File: config.mk
export PLATFORM = sky130hd
export DESIGN_NAME = rhe_ctrl
export DESIGN_NICKNAME = d
export VERILOG_FILES = /design/src/hw/rtl/rhe_pkg.sv /design/src/hw/rtl/rhe_ctrl.sv
export SDC_FILE = /design/constraint.sdc
export NUM_CORES = 1
export LEC_CHECK = 0
export BUFFER_PORTS_ARGS = -buffer_cell sky130_fd_sc_hd__buf_2
export CAP_MARGIN = 0
export CELL_PAD_IN_SITES_DETAIL_PLACEMENT = 0
export CELL_PAD_IN_SITES_GLOBAL_PLACEMENT = 1
export CORE_MARGIN = 3
export CORE_UTILIZATION = 31
export DETAILED_ROUTE_END_ITERATION = 8
export PLACE_DENSITY_LB_ADDON = 0.1
export SLEW_MARGIN = 20
export SYNTH_ARGS = -nofsm -noshare
export SYNTH_HDL_FRONTEND = slang
export SYNTH_SLANG_ARGS = --single-unit
File: constraint.sdc
create_clock -name clk -period 1.5 [get_ports clk]
set_clock_uncertainty 0.05 [all_clocks]
set_input_delay 0.075 -clock clk [delete_from_list [all_inputs] [get_ports clk]]
set_output_delay 0.075 -clock clk [all_outputs]
set_load 0.1 [all_outputs]
File: src/hw/rtl/rhe_pkg.sv
// ----------------------------------------------------------------------------
// rhe_pkg: shared types and constants of the RGB histogram equalizer
// Command codes, sizes and the controller/datapath command bundle.
// ----------------------------------------------------------------------------
package rhe_pkg;

  localparam int BIN_COUNT  = 256;
  localparam int COUNT_BITS = 22;
  localparam int BIN_BITS   = (BIN_COUNT > 1) ? $clog2(BIN_COUNT) : 1;
  localparam int PIX_BITS   = 8;
  // cum*255 needs COUNT_BITS+8 bits; quotient up to 255 plus clamp headroom
  localparam int PROD_BITS  = COUNT_BITS + 8;
  localparam int QUO_BITS   = 9;
  localparam logic [COUNT_BITS-1:0] COUNT_MAX = '1;

  typedef enum logic [1:0] {
    CMD_ACCUM = 2'd0,
    CMD_BUILD = 2'd1,
    CMD_MAP   = 2'd2,
    CMD_CLEAR = 2'd3
  } cmd_t;

  typedef enum logic [3:0] {
    ST_IDLE,
    ST_ACC_RD,
    ST_ACC_WR,
    ST_MAP_RD,
    ST_MAP_OUT,
    ST_CLR,
    ST_BLD_RD,
    ST_BLD_SUM,
    ST_BLD_DIV,
    ST_BLD_WR,
    ST_OUT_WAIT
  } state_t;

  // controller to datapath
  typedef struct packed {
    logic latch_in;   // capture input pixel
    logic acc_write;  // write incremented bins, bump pixel count
    logic clr_start;  // reset sweep index
    logic clr_write;  // write zero at sweep index, advance
    logic bld_start;  // reset bin index and running sums
    logic bld_read;   // read bins at bin index
    logic bld_sum;    // add bins into running sums, start divider
    logic div_step;   // one divider bit
    logic bld_write;  // write tables, advance bin index
    logic out_load;   // load output register from table read data
  } ctrl_t;

  // datapath to controller
  typedef struct packed {
    logic sweep_last;  // index is at last bin
    logic div_done;    // divider finished
    logic out_full;    // output register holds a beat the receiver is not taking
  } stat_t;

endpackage

File: src/hw/rtl/rhe_ctrl.sv
// ----------------------------------------------------------------------------
// rhe_ctrl: command sequencer
// Decodes one command beat and steps the datapath through its passes.
// ----------------------------------------------------------------------------
module rhe_ctrl import rhe_pkg::*; (
  input  logic  clk,
  input  logic  rst_n,
  input  logic  in_fire,
  input  cmd_t  in_cmd,
  input  stat_t stat,
  output logic  busy,
  output ctrl_t ctrl
);

  state_t state_r, state_nxt;

  // next state
  always_comb begin
    state_nxt = state_r;
    unique case (state_r)
      ST_IDLE: begin
        if (in_fire) begin
          unique case (in_cmd)
            CMD_ACCUM: state_nxt = ST_ACC_RD;
            CMD_BUILD: state_nxt = ST_BLD_RD;
            CMD_MAP:   state_nxt = ST_MAP_RD;
            CMD_CLEAR: state_nxt = ST_CLR;
            default:   state_nxt = ST_IDLE;
          endcase
        end
      end
      ST_ACC_RD:   state_nxt = ST_ACC_WR;
      ST_ACC_WR:   state_nxt = ST_IDLE;
      ST_MAP_RD:   state_nxt = stat.out_full ? ST_OUT_WAIT : ST_MAP_OUT;
      ST_OUT_WAIT: state_nxt = stat.out_full ? ST_OUT_WAIT : ST_MAP_OUT;
      ST_MAP_OUT:  state_nxt = ST_IDLE;
      ST_CLR:      state_nxt = stat.sweep_last ? ST_IDLE : ST_CLR;
      ST_BLD_RD:   state_nxt = ST_BLD_SUM;
      ST_BLD_SUM:  state_nxt = ST_BLD_DIV;
      ST_BLD_DIV:  state_nxt = stat.div_done ? ST_BLD_WR : ST_BLD_DIV;
      ST_BLD_WR:   state_nxt = stat.sweep_last ? ST_IDLE : ST_BLD_RD;
      default:     state_nxt = ST_IDLE;
    endcase
  end

  // outputs
  always_comb begin
    ctrl = '0;
    busy = (state_r != ST_IDLE);
    unique case (state_r)
      ST_IDLE: begin
        ctrl.latch_in  = in_fire;
        ctrl.clr_start = in_fire && (in_cmd == CMD_CLEAR);
        ctrl.bld_start = in_fire && (in_cmd == CMD_BUILD);
      end
      ST_ACC_WR:  ctrl.acc_write = 1'b1;
      ST_MAP_OUT: ctrl.out_load  = 1'b1;
      ST_CLR:     ctrl.clr_write = 1'b1;
      ST_BLD_RD:  ctrl.bld_read  = 1'b1;
      ST_BLD_SUM: ctrl.bld_sum   = 1'b1;
      ST_BLD_DIV: ctrl.div_step  = 1'b1;
      ST_BLD_WR:  ctrl.bld_write = 1'b1;
      default: ;
    endcase
  end

  // reset starts a clearing sweep of the bin memories
  always_ff @(posedge clk) begin
    if (!rst_n) state_r <= ST_CLR;
    else        state_r <= state_nxt;
  end

  a_one_cmd: assert property (@(posedge clk) disable iff (!rst_n)
    $onehot0({ctrl.acc_write, ctrl.clr_write, ctrl.bld_write, ctrl.out_load}))
    else $error("several datapath writes at once");
  a_no_fire_busy: assert property (@(posedge clk) disable iff (!rst_n)
    busy |-> !ctrl.latch_in) else $error("beat taken while busy");
  a_load_free: assert property (@(posedge clk) disable iff (!rst_n)
    ctrl.out_load |-> !stat.out_full) else $error("output overwritten");

endmodule

## After elaboration in Yosys (flattened, before gate mapping)

Index checks and enable logic that the tools add are counted.

| word-level totals | value |
|---|---|
| bits in registers | 4 |
| input port bits | 8 |
| output and inout bits | 11 |

| cells by class | value |
|---|---|
| eq/ne operators | 14 |
| muxes and demuxes | 17 |
| reduce and logical (&&, ||, !) cells | 6 |

Operator list:

| kind | number |
|---|---|
| $pmux 4 s8 | 1 |
| $eq 4x3->1 const B | 4 |
| $pmux 4 s4 | 1 |
| $eq 4x4->1 const B | 3 |
| $mux 1 | 11 |
| $eq 4x2->1 const B | 2 |
| $mux 4 | 2 |
| $mux 3 | 2 |
| $eq 2x2->1 const B | 2 |
| $eq 4x1->1 const B | 1 |
| $logic_not 4->1 | 1 |
| $reduce_bool 4->1 | 1 |
| $eq 2x1->1 const B | 1 |
| $logic_and 1x1->1 | 2 |
| $logic_not 2->1 | 1 |
| $ne 2x2->1 const B | 1 |
| $reduce_or 2->1 | 1 |

## Depth between registers and ports, before layout

Gate-level depths: netlist of the first run.

| depth | value |
|---|---|
| depth in word-level cells | 4 |
| mapped depth | 5 |

## Least setup slack after synthesis of the first run

No wires, ideal clock.

| timing | value |
|---|---|
| kind | flip-flop to output port |
| from | register state_r[2] |
| to | output ctrl[2] (netlist name) |
| arrival time | 2.666 ns |
| required time | 1.375 ns |
| setup slack | -1.291 ns |
| cell stages (with the launch flop) | 4 |
| cells stage by stage | dfxtp_1 -> buf_4 -> nand2b_1 -> nor3_1 |

RTL lines:

| item | line | text |
|---|---|---|
| start, declared | rhe_ctrl.sv:15 | `state_t state_r, state_nxt;` |
| start signal, assigned | rhe_ctrl.sv:70 | `else state_r <= state_nxt;` |
| end, declared | rhe_ctrl.sv:12 | `output ctrl_t ctrl` |

==> results of run 1 <==
-- cells by family after synthesis --
logic type | count (synthesis) | share of synthesized area [%]
AND/OR/NAND/NOR | 30 | 37.9
buffers and inverters | 9 | 12.2
AO/OA/AOI/OAI | 18 | 27.1
flip-flops | 4 | 17.3
adder cells (fa/ha/maj) | 2 | 5.42
-- area by class of cell --
cell class	instances	area, sq um
clock buffer	3	22.5
timing repair buffer	33	379
fill	110	392
inverter	5	18.8
sequential	4	88.8
tap	15	18.8
multi-input combinational	50	430
-- metal layers --
layer,part of all wire [%],vias to the layer above,wire (um)
met3,2.8,0,42
li1,-,294,-
met2,54,12,819
met5,0,-,0
met1,43,287,663
met4,0,0,0
-- critical path, delay by kind of cell (launching register included) --
| family | cells | cell delay [ns] |
|---|---|---|
| buffers and inverters | 1 | 0.17 |
| flip-flops | 1 | 0.37 |
| AND/OR/NAND/NOR | 2 | 0.62 |
-- synthesized netlist by cell type, types with 2 or more instances --
library cell  number
a21oi_1            4
and3_1             3
buf_4              2
buf_6              2
dfxtp_1            4
ha_1               2
inv_1              5
nand2_1            2
nand2b_1           4
nor2_1             7
nor3_1             5
nor3b_1            2
o21ai_0            2
o21ai_1            2
-- power by group --
| part | switching [mW] | internal, mW |
|---|---|---|
| combinational | 0.578 | 0.399 |
| sequential | 0.0387 | 0.137 |
| clock | 0.0521 | 0.0901 |
| total | 0.669 | 0.626 |
-- per-stage QoR --
step	total power [mW]	instances	instance area (sq um)	utilization, %	hold slack [ns]
floorplan	0.774	63	541	-	0.105
global placement	1.05	102	848	62.8	0.254
detailed placement	1.05	102	848	62.8	0.259
CTS	1.27	109	932	69.0	0.00730
global route	1.36	110	958	71.0	0.0267
finish	1.30	110	958	71.0	0.0132
-- path summary, 6_finish.rpt --
check	slack [ns]	end
setup / recovery	-0.02	ctrl[5]
hold / removal	0.01	state_r[2]
setup reg to reg	0.13	state_r[2]
hold reg to reg	0.64	state_r[1]
-- what timing repair did --
action	in CTS	in global routing
setup endpoints to repair	10	6
gates cloned	0	0
resized for setup	11	4
setup buffers	4	1
pin swaps	2	2
==> results by group, run 1 <==
Floorplanning
  • Num ports: 19
  • Num rows: 13
  • Initial Util: 34.2%
  • CORE AREA: 1350 sq um
  • Width of the die: 44.6 um
  • Die H: 44.6 um
  • DIE AREA: 1990 sq um

Worst setup path
  • Reg-to-Reg Start: state_r[2]
  • Crit path cell chain: nor4_4 -> and3_4 -> buf_12
  • Slowest cell on crit path: dfxtp_4
  • Setup crit start kind: flip-flop
  • CP startpoint: state_r[0]
  • Largest stage delay on the critical path: 0.37 ns
  • Critical Path Fanout Max: 7
  • Critical path class: reg -> out
  • R2r worst-path depth: 5
  • Required time worst endpoint: 1.37 ns
  • Arrival time worst endpoint: 1.40 ns
  • Worst setup EP type: output port

Detailed routing
  • Drt pass-1 iters: 4
  • Post-DR wirelength/cell: 13.9 um
  • DR vias: 593
  • Total Routed Length: 1530 um
  • Antenna viol nets, final: 0
  • Routed vias/inst: 5.39
  • Initial DRC Count: 6
  • Drt drc: 0

Timing
  • Setup tns final: -0.0361 ns
  • Highest clock rate: 658 MHz
  • Final setup viols: 2
  • Slew @ Worst Pin: 0.306 ns
  • RSZ-0062 raised after global routing: yes
  • Relative slew slack: 79.4%
  • Final min period: 1.52 ns
  • Period utilization: 101%
  • Final WS setup: -0.0207 ns
  • Final hold violation count: 0
  • Slew Viols, Final: 0

Synth
  • Seq/Total Area, Yosys: 17.3%
  • Syn Inst Count: 63
  • EDFF count, synth: 0
  • Area of the mapped netlist: 462 sq um
  • Yosys top cell area share: 17.3%
  • Synth unique cells: 31
  • Mean Syn Cell Area: 7.33 sq um
  • Yosys reg bits: 4
  • Post-synth top area cell: dfxtp_1
  • Asr flop ratio synth: 0%
  • Most common flop cell mapped by yosys: dfxtp_1
  • Synth top area cells: dfxtp_1, nor2_1, ha_1
  • Syn Nets: 73
  • Yosys warning count: 0

CTS
  • Clock Latency Late Sink: 0.24 ns
  • Total CTS buffers: 3
  • Cts-stage hold buffer count: 0
  • CTS tree: yes
  • Clock sink total: 4
  • Clock transition at path regs: 0.04 ns
  • CTS H-Tree Depth: 1
  • CTS max path bufs: 2
  • Clk Tree Root Cell: clkbuf_4

Final layout
  • Biggest regs: state_r: 4 flops
  • Largest reg by FF count: state_r
  • Layout cells sized above 1: 60.0%
  • Final nets: 107
  • Max reg flops: 4
  • Syn-to-layout area delta: 108%
  • Commonest non-fill, non-tap cell in the layout: buf_4
  • Most frequent cells in the layout: buf_4, buf_12, buf_2
  • Diodes inserted: 0

Global routing
  • Total track usage: 17.6%
  • Met2 usage: 33.2%
  • Largest net degree at the start of global routing: 11
  • Vias in the first global route: 626
  • M3 GR Usage: 2.44%
  • First-pass GRT wire length: 2600 um
  • GR Util met1: 19.9%
  • Grt total ovfl: 0
  • Initial antenna violation count: 0
  • Most used routing layer: met2

Placement
  • GP Congestion: 0.769
  • Dpl ws: 0.0781 ns
  • HPWL after DPL: 1100 um
  • Port Buffer Count: 18

Power and ir drop
  • Pwr/cell area: 1350 nW/um^2
  • P_leak: 0.387 nW
  • Peak supply drop: 0.863 mV

Run status
  • Status: complete, but fails checks
  • Failing checks: negative setup slack

Worst hold path
  • Hold_sp: rst_n
  • Hold depth: 2
  • Hold WC Path Type: in -> reg

Job
  • Max-cap violations: 0
No activity file was read; power rests on OpenSTA's default activity.
==> run 2: changes to the inputs <==
--- a/config.mk
+++ b/config.mk
@@ -5,12 +5,13 @@
 export SDC_FILE = /design/constraint.sdc
 export NUM_CORES = 1
 export LEC_CHECK = 0
-export BUFFER_PORTS_ARGS = -buffer_cell sky130_fd_sc_hd__buf_2
+export ABC_AREA = 1
+export BUFFER_PORTS_ARGS = -buffer_cell sky130_fd_sc_hd__clkbuf_2
 export CAP_MARGIN = 0
 export CELL_PAD_IN_SITES_DETAIL_PLACEMENT = 0
 export CELL_PAD_IN_SITES_GLOBAL_PLACEMENT = 1
 export CORE_MARGIN = 3
-export CORE_UTILIZATION = 31
+export CORE_UTILIZATION = 26
 export DETAILED_ROUTE_END_ITERATION = 8
 export PLACE_DENSITY_LB_ADDON = 0.1
 export SLEW_MARGIN = 20
==> constraint.sdc (replaced) <==
create_clock -name clk -period 1.47 [get_ports clk]
set_clock_uncertainty 0.05 [all_clocks]
set_input_delay 0.0735 -clock clk [delete_from_list [all_inputs] [get_ports clk]]
set_output_delay 0.0735 -clock clk [all_outputs]
set_load 0.1 [all_outputs]
==> run 2 against run 1 <==
  * Final area fell by 13%
  * Non-clock buffer count fell by 9
  * Synthesized cell count rose by 17%
  * Clock power fell by 6%
  * Via count fell by 8.6%
  * First-iteration DRC count fell by 17%
  * Sequential share of layout area rose by 1.3 points
  * Critical endpoint unchanged
  * Synthesized area fell by 16%
  * The run now ends clean
==> results by group, run 2 <==
Run status
  • Status: completed

Power and ir drop
  • Pwr/cell area: 961 nW/um^2 (-29%)
  • P_leak: 0.425 nW (+9.6%)
  • Peak supply drop: 0.511 mV (-41%)

Job
  • Max-cap violations: 0 (unchanged)

Timing
  • Final min period: 1.45 ns
  • Final setup viols: 0 (-2)
  • Relative slew slack: 81.0% (+1.5 points)
  • Final hold violation count: 0 (unchanged)
  • RSZ-0062 raised after global routing: yes
  • Period utilization: 98.6%
  • Slew @ Worst Pin: 0.285 ns (-0.0209 ns)
  • Slew Viols, Final: 0 (unchanged)
  • Highest clock rate: 690 MHz
  • Setup tns final: 0 ns (+0.0361 ns)

Floorplanning
  • Die H: 44.7 um (+0.21%)
  • Num rows: 13 (unchanged)
  • Width of the die: 44.7 um (+0.21%)
  • CORE AREA: 1350 sq um (unchanged)
  • Initial Util: 28.8% (-5.4 points)
  • Num ports: 19 (unchanged)
  • DIE AREA: 2000 sq um (+0.43%)

Detailed routing
  • Post-DR wirelength/cell: 9.62 um (-31%)
  • Total Routed Length: 1120 um (-27%)
  • Initial DRC Count: 5 (-1)
  • Routed vias/inst: 4.67 (-13%)
  • Antenna viol nets, final: 0 (unchanged)
  • DR vias: 542 (-8.6%)
  • Drt drc: 0 (unchanged)
  • Drt pass-1 iters: 4 (unchanged)

Synth
  • Area of the mapped netlist: 389 sq um (-16%)
  • Syn Nets: 84 (+15%)
  • EDFF count, synth: 0 (unchanged)
  • Yosys warning count: 0 (unchanged)
  • Synth top area cells: dfxtp_1, nand2_1, nor2_1
  • Asr flop ratio synth: 0% (unchanged)
  • Post-synth top area cell: dfxtp_1
  • Most common cell in the netlist: nand2_1
  • Yosys top cell area share: 20.6% (+3.2 points)
  • Seq/Total Area, Yosys: 20.6% (+3.2 points)
  • Top cells by instance count after synthesis: nand2_1, nor2_1, inv_1
  • Synth unique cells: 12 (-61%)
  • Syn Inst Count: 74 (+17%)
  • Mean Syn Cell Area: 5.26 sq um (-28%)
  • Yosys reg bits: 4 (unchanged)
  • Most common flop cell mapped by yosys: dfxtp_1

Worst hold path
  • Hold WC Path Type: in -> reg
  • Hold_sp: stat[1]

Final layout
  • Final core occ: 62.1% (-8.9 points)
  • Final nets: 113 (+5.6%)
  • Max reg flops: 4 (unchanged)
  • Cell Count, Final, Fillers Out: 116 (+5.5%)
  • Diodes inserted: 0 (unchanged)
  • Largest reg by FF count: state_r
  • Commonest non-fill, non-tap cell in the layout: nand2_1
  • Most frequent cells in the layout: nand2_1, buf_12, inv_1
  • Biggest regs: state_r: 4 flops
  • Layout cells sized above 1: 50.5% (-9.5 points)
  • Syn-to-layout area delta: 115%

Worst setup path
  • Critical path class: reg -> out
  • CP startpoint: state_r[3]
  • Largest stage delay on the critical path: 0.35 ns (-0.02 ns)
  • Arrival time worst endpoint: 1.33 ns (-0.07 ns)
  • Reg-to-Reg Start: state_r[1]
  • Setup crit start kind: flip-flop
  • Crit path cell chain: nor2_4 -> inv_2 -> nor2_4 -> inv_8 -> nor3_4 -> buf_12
  • Worst setup EP type: output port
  • Required time worst endpoint: 1.35 ns (-0.02 ns)
  • Slowest cell on crit path: dfxtp_4
  • CP dominant cell by count: nor2_4
  • Critical Path Fanout Max: 4 (-3)

CTS
  • Clock transition at path regs: 0.04 ns (about the same)
  • Clk Tree Root Cell: clkbuf_4
  • Clock sink total: 4 (unchanged)
  • CTS max path bufs: 2 (unchanged)
  • CTS H-Tree Depth: 1 (unchanged)
  • CTS tree: yes
  • Total CTS buffers: 3 (unchanged)
  • Clock Latency Late Sink: 0.23 ns (about the same)

Placement
  • GP Congestion: 0.774 (+0.58%)
  • HPWL after DPL: 938 um (-14%)
  • Placed Cells: 108 (+5.9%)
  • Port Buffer Count: 18 (unchanged)

Global routing
  • Total track usage: 13.3% (-4.3 points)
  • Initial antenna violation count: 0 (unchanged)
  • Vias in the first global route: 487 (-22%)
  • First-pass GRT wire length: 1920 um (-26%)
  • Grt total ovfl: 0 (unchanged)
  • Largest net degree at the start of global routing: 6 (-5)
==> run 2: final cells by class <==
type | count | area [sq um]
clock buffers | 3 | 22.5
fillers | 120 | 512
inverters | 16 | 70.1
multi-input cells | 54 | 335
flip-flops and latches | 4 | 88.8
well taps | 15 | 18.8
repair buffers | 24 | 303
==> run 2: cell families after synthesis <==
group	after synthesis	share of synthesized area [%]
AOI/OAI and AO/OA	3	4.82
and+or+nand+nor	49	52.7
DFF	4	20.6
buffers and inverters	16	15.4
adders and majority gates	2	6.43
==> run 2: what timing repair did <==
action / CTS / global route
setup buffers: 4 / 0
hold buffers: 1 / 0
setup endpoints to repair: 4 / 7
hold endpoints to repair: 2 / 0
pin swaps: 4 / 0
resized for setup: 6 / 3
==> run 2: stage by stage <==
| step | power [mW] | cell area (sq um) | setup WS [ns] | hold WS (ns) |
|---|---|---|---|---|
| 6_report | 0.805 | 838 | 0.0210 | 0.104 |
| 2_1_floorplan | 0.488 | 474 | -0.306 | 0.0922 |
| 3_3_place_gp | 0.639 | 756 | 0.120 | 0.223 |
| 3_5_place_dp | 0.637 | 756 | 0.112 | 0.217 |
| 5_1_grt | 0.855 | 838 | -0.0419 | 0.157 |
| 4_1_cts | 0.806 | 833 | 0.00636 | 0.101 |
==> run 2: final timing paths <==
path	to	slack, ns	cells after the start
worst max-delay path	ctrl[5]	0.02	6
worst min-delay path	state_r[0]	0.10	5
worst min register to register	state_r[2]	0.70	6
worst max register to register	state_r[3]	0.30	7
==> run 2: worst max-delay path: cells and delay by family, from the launching register on <==
family	cells	cell delay, ns
simple gates	3	0.42
flops	1	0.35
buf+inv	3	0.32
==> run 2: power by group <==
group	switching, mW	internal, mW	total, mW
Clock	0.0419	0.0911	0.133
Combinational	0.342	0.184	0.526
Sequential	0.0218	0.125	0.146
==> run 2: metal layers <==
layer / GRT usage, % / share of wire [%] / vias up / wire, um
li1: - / - / 286 / -
met1: 15.7 / 42 / 236 / 470
met2: 21.5 / 49 / 18 / 548
met3: 3.66 / 7.7 / 2 / 86
met4: 7.23 / 0.90 / 0 / 10
met5: 0 / 0 / - / 0
